## src/hdl/epb_pkg.sv

```systemverilog
`default_nettype none
package epb_pkg;

  localparam int unsigned MAX_CAPTURE = 262144;

  localparam int CAP_W  = 19;   // capture length after the limit check
  localparam int BLEN_W = 19;   // block total length
  localparam int TS_W   = 53;   // seconds * 1e6 + fraction
  localparam int Q_W    = 30;   // fraction after optional divide
  localparam int MUL_W  = 52;   // seconds * 1e6
  localparam int STEP_W = 4;

  localparam int QDEPTH = 8;
  localparam int QPTR_W = 3;
  localparam int QCNT_W = 4;

  localparam int ADDR_W = 5;

  // configuration register indexes (paddr[4:2])
  localparam logic [2:0] REG_GPS_ENABLE   = 3'd0;
  localparam logic [2:0] REG_NANO_MODE    = 3'd1;
  localparam logic [2:0] REG_LONGITUDE_E7 = 3'd2;
  localparam logic [2:0] REG_LATITUDE_E7  = 3'd3;
  localparam logic [2:0] REG_ALTITUDE_E4  = 3'd4;

  localparam logic OP_HDR  = 1'b0;
  localparam logic OP_DATA = 1'b1;

  localparam logic [31:0] EPB_TYPE  = 32'h0000_0006;
  localparam logic [15:0] OPT_CUSTOM = 16'd2989;
  localparam logic [31:0] GPS_PEN   = 32'd55922;
  localparam logic [7:0]  MAGIC_TAG = 8'h47;
  localparam logic [7:0]  GPS_VER   = 8'h01;
  localparam logic [31:0] MASK_LON  = 32'h0000_0002;
  localparam logic [31:0] MASK_LAT  = 32'h0000_0004;
  localparam logic [31:0] MASK_ALT  = 32'h0000_0008;

  localparam logic signed [31:0] COORD_MAX  = 32'sd1800000000;
  localparam logic signed [31:0] COORD_MIN  = -32'sd1800000000;
  localparam logic [31:0]        COORD_SPAN = 32'd3600000000;

  localparam int EPB_FIXED       = 32;  // header words plus trailing length
  localparam int OPT_LEN_GPS     = 28;
  localparam int OPT_LEN_GPS_ALT = 32;

  localparam logic [19:0] US_PER_S  = 20'd1000000;
  // floor(x / 1000) == (x * DIV_MAGIC) >> 40 for any 30-bit x
  localparam logic [30:0] DIV_MAGIC = 31'd1099511628;

  // header word steps
  localparam logic [STEP_W-1:0] HS_TYPE  = 4'd0;
  localparam logic [STEP_W-1:0] HS_BLEN  = 4'd1;
  localparam logic [STEP_W-1:0] HS_IFACE = 4'd2;
  localparam logic [STEP_W-1:0] HS_TS_HI = 4'd3;
  localparam logic [STEP_W-1:0] HS_TS_LO = 4'd4;
  localparam logic [STEP_W-1:0] HS_CAP   = 4'd5;
  localparam logic [STEP_W-1:0] HS_ORIG  = 4'd6;

  // trailer word steps
  localparam logic [STEP_W-1:0] TS_OPT      = 4'd0;
  localparam logic [STEP_W-1:0] TS_PEN      = 4'd1;
  localparam logic [STEP_W-1:0] TS_MAGIC    = 4'd2;
  localparam logic [STEP_W-1:0] TS_MASK     = 4'd3;
  localparam logic [STEP_W-1:0] TS_LON      = 4'd4;
  localparam logic [STEP_W-1:0] TS_LAT      = 4'd5;
  localparam logic [STEP_W-1:0] TS_ALT      = 4'd6;
  localparam logic [STEP_W-1:0] TS_LAST_GPS = 4'd7;
  localparam logic [STEP_W-1:0] TS_LAST_ALT = 4'd8;

  typedef struct packed {
    logic        op;
    logic [31:0] ts_seconds;
    logic [29:0] ts_fraction;
    logic [31:0] capture_length;
    logic [31:0] original_length;
    logic [7:0]  data_byte;
  } in_item_t;

  typedef struct packed {
    logic [31:0] word;
    logic        last;
    logic        error;
  } out_item_t;

  typedef enum logic [1:0] {
    CMD_HDR,
    CMD_WORD,
    CMD_ERR
  } cmd_kind_t;

  typedef enum logic [1:0] {
    OPT_NONE,
    OPT_GPS,
    OPT_GPS_ALT
  } opt_shape_t;

  typedef enum logic {
    PH_CMD,
    PH_TRAIL
  } back_phase_t;

  typedef struct packed {
    cmd_kind_t         kind;
    logic              trail;
    logic [31:0]       data;
    logic [31:0]       orig;
    logic [BLEN_W-1:0] blen;
    opt_shape_t        shape;
    logic [TS_W-1:0]   ts;
  } cmd_t;

  typedef struct packed {
    logic gps_enable;
    logic nano_mode;
    logic alt_present;
  } front_cfg_t;

  typedef struct packed {
    logic signed [31:0] longitude;
    logic signed [31:0] latitude;
    logic signed [31:0] altitude;
  } pos_t;

endpackage
`default_nettype wire

```

## src/hdl/epb_front.sv

```systemverilog
`default_nettype none
module epb_front import epb_pkg::*; (
  input  logic              clk,
  input  logic              rst,
  input  logic              push,
  output logic              full,
  input  in_item_t          capture,
  input  front_cfg_t        cfg,
  input  logic [QCNT_W-1:0] q_count,
  output logic              cmd_push,
  output cmd_t              cmd
);

  logic              in_packet, in_packet_next;
  logic [CAP_W-1:0]  bytes_left, bytes_left_next;
  logic [23:0]       partial_word, partial_word_next;
  logic [1:0]        byte_lane, byte_lane_next;

  logic              s0_valid, s1_valid, s2_valid;
  cmd_t              s0_cmd, s1_cmd, s2_cmd;
  cmd_t              s1_done;
  logic [31:0]       s0_secs;
  logic [Q_W-1:0]    s0_q, s1_q;
  logic [MUL_W-1:0]  s1_mul;

  logic              accept;
  logic [1:0]        inflight;
  logic              new_valid;
  cmd_t              new_cmd;
  logic [Q_W-1:0]    new_q;
  logic [60:0]       frac_prod;
  logic              cap_ok;
  logic [CAP_W-1:0]  cap19;
  logic [1:0]        pad;
  opt_shape_t        shape;
  logic [5:0]        opt_len;
  logic [31:0]       packed_word;
  logic [CAP_W-1:0]  left_dec;

  // credit: every item in the pipe may turn into one queue entry
  assign inflight = 2'(s0_valid) + 2'(s1_valid) + 2'(s2_valid);
  assign full     = ({1'b0, q_count} + (QCNT_W+1)'(inflight)) >= (QCNT_W+1)'(QDEPTH);
  assign accept   = push && !full;

  assign frac_prod = 61'(capture.ts_fraction) * 61'(DIV_MAGIC);
  assign new_q     = cfg.nano_mode ? Q_W'(frac_prod[60:40]) : capture.ts_fraction;

  assign cap_ok = capture.capture_length <= 32'(MAX_CAPTURE);
  assign cap19  = capture.capture_length[CAP_W-1:0];
  assign pad    = 2'd0 - cap19[1:0];

  always_comb begin
    if (!cfg.gps_enable) begin
      shape   = OPT_NONE;
      opt_len = 6'd0;
    end else if (cfg.alt_present) begin
      shape   = OPT_GPS_ALT;
      opt_len = 6'(OPT_LEN_GPS_ALT);
    end else begin
      shape   = OPT_GPS;
      opt_len = 6'(OPT_LEN_GPS);
    end
  end

  assign packed_word = {8'h00, partial_word} | (32'(capture.data_byte) << {byte_lane, 3'b000});
  assign left_dec    = bytes_left - CAP_W'(1);

  always_comb begin
    in_packet_next    = in_packet;
    bytes_left_next   = bytes_left;
    partial_word_next = partial_word;
    byte_lane_next    = byte_lane;
    new_valid         = 1'b0;
    new_cmd           = '0;
    if (accept) begin
      if (capture.op == OP_HDR) begin
        in_packet_next    = 1'b0;
        bytes_left_next   = '0;
        partial_word_next = '0;
        byte_lane_next    = '0;
        new_valid         = 1'b1;
        if (!cap_ok) begin
          new_cmd.kind = CMD_ERR;
        end else begin
          new_cmd.kind  = CMD_HDR;
          new_cmd.data  = capture.capture_length;
          new_cmd.orig  = capture.original_length;
          new_cmd.shape = shape;
          new_cmd.blen  = BLEN_W'(EPB_FIXED) + cap19 + BLEN_W'(pad) + BLEN_W'(opt_len);
          new_cmd.trail = (cap19 == '0);
          if (cap19 != '0) begin
            in_packet_next  = 1'b1;
            bytes_left_next = cap19;
          end
        end
      end else if (in_packet && bytes_left != '0) begin
        bytes_left_next = left_dec;
        if (byte_lane == 2'd3 || left_dec == '0) begin
          new_valid         = 1'b1;
          new_cmd.kind      = CMD_WORD;
          new_cmd.data      = packed_word;
          new_cmd.trail     = (left_dec == '0);
          partial_word_next = '0;
          byte_lane_next    = '0;
          if (left_dec == '0) begin
            in_packet_next = 1'b0;
          end
        end else begin
          partial_word_next = packed_word[23:0];
          byte_lane_next    = byte_lane + 2'd1;
        end
      end
    end
  end

  always_ff @(posedge clk) begin
    if (rst) begin
      in_packet    <= 1'b0;
      bytes_left   <= '0;
      partial_word <= '0;
      byte_lane    <= '0;
      s0_valid     <= 1'b0;
      s1_valid     <= 1'b0;
      s2_valid     <= 1'b0;
    end else begin
      in_packet    <= in_packet_next;
      bytes_left   <= bytes_left_next;
      partial_word <= partial_word_next;
      byte_lane    <= byte_lane_next;
      s0_valid     <= new_valid;
      s1_valid     <= s0_valid;
      s2_valid     <= s1_valid;
    end
  end

  always_comb begin
    s1_done    = s1_cmd;
    s1_done.ts = TS_W'(s1_mul) + TS_W'(s1_q);
  end

  // timestamp pipe: divide, scale seconds, add
  always_ff @(posedge clk) begin
    s0_cmd  <= new_cmd;
    s0_secs <= capture.ts_seconds;
    s0_q    <= new_q;
    s1_cmd  <= s0_cmd;
    s1_mul  <= MUL_W'(s0_secs) * MUL_W'(US_PER_S);
    s1_q    <= s0_q;
    s2_cmd  <= s1_done;
  end

  assign cmd_push = s2_valid;
  assign cmd      = s2_cmd;

  a_no_overrun: assert property (@(posedge clk) disable iff (rst)
    cmd_push |-> q_count < QCNT_W'(QDEPTH))
    else $error("command pushed into a full queue");

endmodule
`default_nettype wire

```

## src/hdl/epb_cmd_fifo.sv

```systemverilog
`default_nettype none
module epb_cmd_fifo import epb_pkg::*; (
  input  logic              clk,
  input  logic              rst,
  input  logic              push,
  input  cmd_t              din,
  input  logic              pop,
  output cmd_t              dout,
  output logic              not_empty,
  output logic [QCNT_W-1:0] count
);

  cmd_t              mem [QDEPTH];
  logic [QPTR_W-1:0] wr_ptr, rd_ptr;

  assign dout      = mem[rd_ptr];
  assign not_empty = (count != '0);

  always_ff @(posedge clk) begin
    if (push) begin
      mem[wr_ptr] <= din;
    end
  end

  always_ff @(posedge clk) begin
    if (rst) begin
      wr_ptr <= '0;
      rd_ptr <= '0;
      count  <= '0;
    end else begin
      if (push) begin
        wr_ptr <= wr_ptr + QPTR_W'(1);
      end
      if (pop) begin
        rd_ptr <= rd_ptr + QPTR_W'(1);
      end
      count <= count + QCNT_W'(push) - QCNT_W'(pop);
    end
  end

  a_no_overflow: assert property (@(posedge clk) disable iff (rst)
    push && !pop |-> count != QCNT_W'(QDEPTH))
    else $error("command queue overflow");

  a_no_underflow: assert property (@(posedge clk) disable iff (rst)
    pop |-> count != '0)
    else $error("command queue underflow");

endmodule
`default_nettype wire

```

## src/hdl/epb_back.sv

```systemverilog
`default_nettype none
module epb_back import epb_pkg::*; (
  input  logic      clk,
  input  logic      rst,
  input  logic      cmd_valid,
  input  cmd_t      head,
  output logic      cmd_pop,
  input  pos_t      pos,
  output logic      empty,
  input  logic      pop,
  output out_item_t framed
);

  back_phase_t       phase, phase_next;
  logic [STEP_W-1:0] idx, idx_next;
  logic [BLEN_W-1:0] cur_blen;
  opt_shape_t        cur_shape;
  logic              out_valid;

  logic              can_load;
  logic              emit;
  logic              latch;
  out_item_t         res;
  logic [STEP_W-1:0] last_idx;
  logic [31:0]       trail_word;
  logic              has_alt;

  function automatic logic [31:0] coord_offset(input logic signed [31:0] v);
    logic [31:0] r;
    if (v < COORD_MIN) begin
      r = 32'd0;
    end else if (v > COORD_MAX) begin
      r = COORD_SPAN;
    end else begin
      r = $unsigned(v) + $unsigned(COORD_MAX);
    end
    return r;
  endfunction

  assign can_load = !out_valid || pop;
  assign has_alt  = (cur_shape == OPT_GPS_ALT);

  always_comb begin
    case (cur_shape)
      OPT_GPS:     last_idx = TS_LAST_GPS;
      OPT_GPS_ALT: last_idx = TS_LAST_ALT;
      default:     last_idx = TS_OPT;
    endcase
  end

  // option words; the end-of-options word is zero
  always_comb begin
    case (idx)
      TS_OPT:   trail_word = {has_alt ? 16'd24 : 16'd20, OPT_CUSTOM};
      TS_PEN:   trail_word = GPS_PEN;
      TS_MAGIC: trail_word = {8'h00, has_alt ? 8'd12 : 8'd8, GPS_VER, MAGIC_TAG};
      TS_MASK:  trail_word = MASK_LON | MASK_LAT | (has_alt ? MASK_ALT : 32'd0);
      TS_LON:   trail_word = coord_offset(pos.longitude);
      TS_LAT:   trail_word = coord_offset(pos.latitude);
      TS_ALT:   trail_word = has_alt ? coord_offset(pos.altitude) : 32'd0;
      default:  trail_word = 32'd0;
    endcase
  end

  always_comb begin
    phase_next = phase;
    idx_next   = idx;
    emit       = 1'b0;
    cmd_pop    = 1'b0;
    latch      = 1'b0;
    res        = '0;
    unique case (phase)
      PH_CMD: begin
        if (cmd_valid && can_load) begin
          emit = 1'b1;
          unique case (head.kind)
            CMD_ERR: begin
              res.error = 1'b1;
              cmd_pop   = 1'b1;
            end
            CMD_WORD: begin
              res.word = head.data;
              cmd_pop  = 1'b1;
              if (head.trail) begin
                phase_next = PH_TRAIL;
                idx_next   = TS_OPT;
              end
            end
            CMD_HDR: begin
              case (idx)
                HS_TYPE:  res.word = EPB_TYPE;
                HS_BLEN:  res.word = 32'(head.blen);
                HS_IFACE: res.word = 32'd0;
                HS_TS_HI: res.word = 32'(head.ts[TS_W-1:32]);
                HS_TS_LO: res.word = head.ts[31:0];
                HS_CAP:   res.word = head.data;
                default:  res.word = head.orig;
              endcase
              if (idx == HS_TYPE) begin
                latch = 1'b1;
              end
              if (idx == HS_ORIG) begin
                cmd_pop  = 1'b1;
                idx_next = '0;
                if (head.trail) begin
                  phase_next = PH_TRAIL;
                end
              end else begin
                idx_next = idx + STEP_W'(1);
              end
            end
            default: begin
              emit    = 1'b0;
              cmd_pop = 1'b1;
            end
          endcase
        end
      end
      PH_TRAIL: begin
        if (can_load) begin
          emit = 1'b1;
          if (idx == last_idx) begin
            res.word   = 32'(cur_blen);
            res.last   = 1'b1;
            phase_next = PH_CMD;
            idx_next   = '0;
          end else begin
            res.word = trail_word;
            idx_next = idx + STEP_W'(1);
          end
        end
      end
      default: begin
        phase_next = PH_CMD;
        idx_next   = '0;
      end
    endcase
  end

  always_ff @(posedge clk) begin
    if (rst) begin
      phase     <= PH_CMD;
      idx       <= '0;
      cur_shape <= OPT_NONE;
      out_valid <= 1'b0;
    end else begin
      phase <= phase_next;
      idx   <= idx_next;
      if (latch) begin
        cur_shape <= head.shape;
      end
      if (emit) begin
        out_valid <= 1'b1;
      end else if (pop) begin
        out_valid <= 1'b0;
      end
    end
  end

  always_ff @(posedge clk) begin
    if (latch) begin
      cur_blen <= head.blen;
    end
    if (emit) begin
      framed <= res;
    end
  end

  assign empty = !out_valid;

  a_err_alone: assert property (@(posedge clk) disable iff (rst)
    !empty && framed.error |-> framed.word == 32'd0 && !framed.last)
    else $error("error item carries data");

  a_trail_bound: assert property (@(posedge clk) disable iff (rst)
    phase == PH_TRAIL |-> idx <= last_idx)
    else $error("trailer step past block end");

endmodule
`default_nettype wire

```

## src/hdl/pcapng_epb_gps_framer.sv

```systemverilog
`default_nettype none
// channel   dir   handshake           payload
// capture   in    push / full         in_item_t: op, timestamp, lengths, data_byte
// framed    out   pop / empty         out_item_t: word, last, error
// config    in    psel/penable (APB)  gps_enable, nano_mode, longitude, latitude, altitude
//
// one item is taken per cycle while full is low; a header goes through the timestamp pipe
// (divide by 1000 in nano mode, scale seconds, add) before it reaches the command queue.
// the back end emits one word per cycle unless the output stalls on pop: 7 per header,
// 1 per 4 data bytes, up to 9 for a trailer.
// full rises when queued plus in-flight commands reach 8; a stalled pop only holds
// the output register and the back end, the front keeps taking items until full rises.
// rst is synchronous and clears all control state.
module pcapng_epb_gps_framer import epb_pkg::*; (
  input  logic              clk,
  input  logic              rst,
  input  logic              push,
  output logic              full,
  input  in_item_t          capture,
  output logic              empty,
  input  logic              pop,
  output out_item_t         framed,
  input  logic              psel,
  input  logic              penable,
  input  logic              pwrite,
  input  logic [ADDR_W-1:0] paddr,
  input  logic [31:0]       pwdata,
  output logic [31:0]       prdata,
  output logic              pready
);

  logic               gps_enable;
  logic               nano_mode;
  logic signed [31:0] longitude_e7;
  logic signed [31:0] latitude_e7;
  logic signed [31:0] altitude_e4;

  logic              cfg_wr;
  logic [2:0]        reg_idx;
  front_cfg_t        front_cfg;
  pos_t              pos;

  logic              cmd_push;
  cmd_t              cmd_in;
  cmd_t              cmd_head;
  logic              cmd_valid;
  logic              cmd_pop;
  logic [QCNT_W-1:0] q_count;

  assign pready  = 1'b1;
  assign cfg_wr  = psel && penable && pwrite && pready;
  assign reg_idx = paddr[4:2];

  always_ff @(posedge clk) begin
    if (rst) begin
      gps_enable   <= 1'b0;
      nano_mode    <= 1'b0;
      longitude_e7 <= '0;
      latitude_e7  <= '0;
      altitude_e4  <= '0;
    end else if (cfg_wr) begin
      unique case (reg_idx)
        REG_GPS_ENABLE:   gps_enable   <= pwdata[0];
        REG_NANO_MODE:    nano_mode    <= pwdata[0];
        REG_LONGITUDE_E7: longitude_e7 <= pwdata;
        REG_LATITUDE_E7:  latitude_e7  <= pwdata;
        REG_ALTITUDE_E4:  altitude_e4  <= pwdata;
        default: ;
      endcase
    end
  end

  always_comb begin
    unique case (reg_idx)
      REG_GPS_ENABLE:   prdata = 32'(gps_enable);
      REG_NANO_MODE:    prdata = 32'(nano_mode);
      REG_LONGITUDE_E7: prdata = longitude_e7;
      REG_LATITUDE_E7:  prdata = latitude_e7;
      REG_ALTITUDE_E4:  prdata = altitude_e4;
      default:          prdata = 32'd0;
    endcase
  end

  assign front_cfg.gps_enable  = gps_enable;
  assign front_cfg.nano_mode   = nano_mode;
  assign front_cfg.alt_present = (altitude_e4 != '0);

  assign pos.longitude = longitude_e7;
  assign pos.latitude  = latitude_e7;
  assign pos.altitude  = altitude_e4;

  epb_front u_front (
    .clk      (clk),
    .rst      (rst),
    .push     (push),
    .full     (full),
    .capture  (capture),
    .cfg      (front_cfg),
    .q_count  (q_count),
    .cmd_push (cmd_push),
    .cmd      (cmd_in)
  );

  epb_cmd_fifo u_queue (
    .clk       (clk),
    .rst       (rst),
    .push      (cmd_push),
    .din       (cmd_in),
    .pop       (cmd_pop),
    .dout      (cmd_head),
    .not_empty (cmd_valid),
    .count     (q_count)
  );

  epb_back u_back (
    .clk       (clk),
    .rst       (rst),
    .cmd_valid (cmd_valid),
    .head      (cmd_head),
    .cmd_pop   (cmd_pop),
    .pos       (pos),
    .empty     (empty),
    .pop       (pop),
    .framed    (framed)
  );

endmodule
`default_nettype wire
```

## config.mk

```make
export PLATFORM = sky130hd
export DESIGN_NAME = pcapng_epb_gps_framer
export DESIGN_NICKNAME = d
export VERILOG_FILES = /design/src/hdl/epb_pkg.sv /design/src/hdl/epb_front.sv /design/src/hdl/epb_cmd_fifo.sv /design/src/hdl/epb_back.sv /design/src/hdl/pcapng_epb_gps_framer.sv
export SDC_FILE = /design/constraint.sdc
export NUM_CORES = 2
export LEC_CHECK = 0
export BUFFER_PORTS_ARGS = -buffer_cell sky130_fd_sc_hd__clkbuf_2
export CAP_MARGIN = 20
export CORE_MARGIN = 5
export CORE_UTILIZATION = 45
export CTS_CLUSTER_DIAMETER = 200
export CTS_CLUSTER_SIZE = 25
export DETAILED_ROUTE_END_ITERATION = 7
export PLACE_DENSITY = 0.71
export SLEW_MARGIN = 20
export SYNTH_ARGS = -nofsm -noshare
export SYNTH_HDL_FRONTEND = slang
export SYNTH_SLANG_ARGS = --single-unit
export TNS_END_PERCENT = 100
```

## constraint.sdc

```tcl
create_clock -name clk -period 10.3 [get_ports clk]
set_input_delay 1.03 -clock clk [delete_from_list [all_inputs] [get_ports clk]]
set_output_delay 1.03 -clock clk [all_outputs]
set_load 0.005 [all_outputs]
```

==> results.md <==
* Reg clk slew, reported paths at 0.11 ns
* Top-count cell post-synth: edfxtp_1
* Power Total at around 26 mW
* Site Rows at about 160
* Hold slack final at 0.273 ns
* Fin crit period at 8.26 ns
* RSZ-0062 raised after global routing: no
* Dpl cells at between 9000 and 10000
* Port Buf Inserts at ~240
* Slew margin rel. at between 20% and 30%
* Required time worst endpoint at 10.95 ns
* Total gr overflow at 0
* Hold Fails Final Rpt at 0
* Initial core utilization at a little under half
* Worst Clk Skew at about 0.074 ns
* Maximum buffer depth of the clock tree at 3
* Vias in the first global route at 51801
* Wire per inst at 22.9 µm
* I/O pin total at 248
* Layout net count at between 7000 and 8000
* Power share of the combinational group at a little over half
* Cell count after synthesis at 6413
* Number of synthesized flops with an enable pin at roughly 1200
* Proportion of netlist area held by the largest area contributor at 40.2%
* Post-Syn Area per Cell at roughly 14 µm²
* Sequential power share at 33.1%
* Num Clock Sinks at approximately 1800
* Synth Cell Area at roughly 90000 µm²
* Syn_nets at roughly 7600
* Final ANT Viol Nets at 0
* Sequential area share after synthesis at 54.4%
* Final setup margin at a little over 2 ns
* Final Non-Filler Cells at 9176
* R2R Path Start: u_front.s0_secs[8]$_DFF_P_
* DRT Wirelength at 210 mm
* Hold WC Path Type: reg2reg
* # resized after CTS at 0
* P&R area growth vs syn at 7.48%
* WS Path Type: in2reg
* Via count at 51114
* Placement Setup Slack at 1.43 ns
* DRC at 0
* Die W at around 450 µm
* Initial DRT Pass Iterations at 5
* Initial antenna violation count at 17
* GRT Overall Usage at approximately a fifth
* FMAX at approximately 120 MHz
* Setup crit start kind: primary input
* TritonCTS Buffers at 82
* Power per cell area at 279 nW/µm²
* Commonest cells post-synth: edfxtp_1 (1172), inv_1 (804), dfxtp_1 (620), ha_1 (582), fa_1 (416)
* Pins Over Slew Limit at 0
* Tcrit/Tclk final at 80.2%
* Post-synth ARST share at 0%
* Netlist cell types at 87
* DP HPWL at 146 mm
* Sw Share at about two fifths
* GPL Wtd Cong at 0.912
* Yosys warns at 0
* # setup viols final at 0
* Max Cap Violations at 0
* Core Footprint at 194000 µm²
* Starting DRC count in detailed routing at 4628
* CTS tree: yes
* Worst Setup SP: capture[93]
* Synth Register Bits at about 1800
* Peak supply drop at 487 µV
* CTS HTree Levels at 3
* Hold Startpoint: u_front.s1_cmd[126]$_DFF_P_
* Layout cells sized above 1 at between 10% and 20%
* Post-CTS Setup Bufs at 0
* Setup TNS at 0 ns
* Area of the die at between 200000 and 250000 µm²
* Root buffer cell: clkbuf_16
* First-pass GRT wire length at 322 mm
* Crit path max fanout at 10
* Worst Tran Pin Value at 1.13 ns
* Die extent in y at 451 µm
* Crit path DAT at 8.91 ns
* Main area contributors after synthesis: edfxtp_1 (40%), dfxtp_1 (14%), fa_1 (9.5%)
* Pin count of the biggest net entering global routing at just over 100
* Setup crit end kind: flop
* Status: finished clean
* Clk Latency, worst-skew pair at 0.78 ns
* Avg Vias per Cell at roughly 5.6
* CTS Hold Bufs at 0
* Main synth FF type: edfxtp_1
* NetSw at 10.8 mW
* Pint at 15.4 mW
* Cell taking the most area after synthesis: edfxtp_1
* Clock power share at between 10 and 15%
* LEAKAGE at 36.9 nW
-- registers in the layout, summed over array words and instances, names as in the netlist, 32 cells and up, named ones only --
register	cells
altitude_e4	32
latitude_e7	32
longitude_e7	32
u_back.framed	34
u_front.cmd	140
u_front.s0_cmd	87
u_front.s0_secs	32
u_front.s1_cmd	87
u_front.s1_mul	46
u_queue.mem	1120
-- final timing paths --
kind	slack, ns	cells past startpoint	to
max reg2reg	3.89	20	u_front.s1_mul[49]$_DFF_P_
min reg2reg	0.27	0	u_front.cmd[126]$_DFF_P_
min	0.27	0	u_front.cmd[126]$_DFF_P_
max	2.04	24	u_front.s0_q[8]$_DFF_P_
-- stage by stage --
stage | utilization, % | area (µm²)
3_5_place_dp | 47.2 | 91600
4_1_cts | 48.5 | 94100
2_1_floorplan | - | 87600
3_3_place_gp | 47.2 | 91600
5_1_grt | 48.5 | 94100
6_report | 48.5 | 94100
-- power groups by stage --
stage,Combinational [mW],Clock [mW],Sequential (mW)
2_1_floorplan,10.0,0,8.64
3_3_place_gp,13.6,0,8.82
3_5_place_dp,13.6,0,8.85
5_1_grt,15.6,4.15,8.75
6_report,13.8,3.79,8.69
4_1_cts,13.8,3.88,8.69
-- placed cells by master (no fill, tap or decap), types with 19 or more instances in the layout --
cell type,instances
clkbuf_1,62
and2_1,57
nand2_1,406
a32oi_1,22
xnor2_1,105
or3_1,28
inv_1,804
a22oi_1,23
o22ai_1,38
clkbuf_16,83
nor2b_1,33
buf_4,62
clkbuf_2,243
nand3_1,45
nor2_1,253
o211ai_1,19
nor4_1,20
mux2i_1,139
o21ai_0,149
xor2_1,77
ha_1,582
a21oi_1,300
a31oi_1,23
edfxtp_1,1172
mux2_2,50
dfxtp_1,616
o31ai_1,29
nor3_1,62
a21o_1,60
mux4_2,281
o21a_1,28
nand4_1,35
a211oi_1,31
fa_1,416
-- kinds of logic (layout without fill, tap and decap cells) --
| kind of cell | count (synthesis) | in the layout | share of synthesized area (%) |
|---|---|---|---|
| buf+inv | 1056 | 1268 | 4.62 |
| other cells | 1 | 10 | 0.00428 |
| mux | 470 | 470 | 9.46 |
| simple gates | 1042 | 1042 | 5.55 |
| compound gates | 872 | 872 | 6.34 |
| xor+xnor | 182 | 182 | 1.82 |
| flops | 1792 | 1792 | 54.4 |
| fa+ha+maj | 998 | 998 | 17.8 |
-- final cells by class --
type                       count  area (µm²)
antenna                        9        22.5
clock buffer                 145        2310
clock inverter                 9         156
fill                       16561      100000
inverter                     804        3020
multi-input combinational   3565       36000
sequential                  1792       47600
tap                         2542        3180
timing repair buffer         310        1780
-- routing by layer --
| metal | up-vias | GRT usage [%] | share of wire [%] |
|---|---|---|---|
| met5 | - | 0 | 0.038 |
| met4 | 12 | 5.92 | 3.0 |
| met3 | 283 | 2.84 | 6.9 |
| met2 | 1883 | 33.5 | 47 |
| met1 | 25846 | 28.9 | 43 |
| li1 | 23090 | - | - |
-- worst max-delay path, cell delays in order --
cell and delay [ns]:
clkbuf_2 0.25, ha_1 0.43, fa_1 0.46, fa_1 0.55, inv_1 0.05, fa_1 0.51
inv_1 0.06, fa_1 0.49, inv_1 0.05, fa_1 0.47, inv_1 0.05, fa_1 0.53
inv_1 0.06, fa_1 0.51, inv_1 0.04, ha_1 0.29, nand4_1 0.27, nor4_1 0.61
a21boi_0 0.57, nor3_1 0.18, o31ai_1 0.49, a21oi_1 0.20, or4b_2 0.63, o211ai_1 0.11
(Power assumes the default switching activity.)
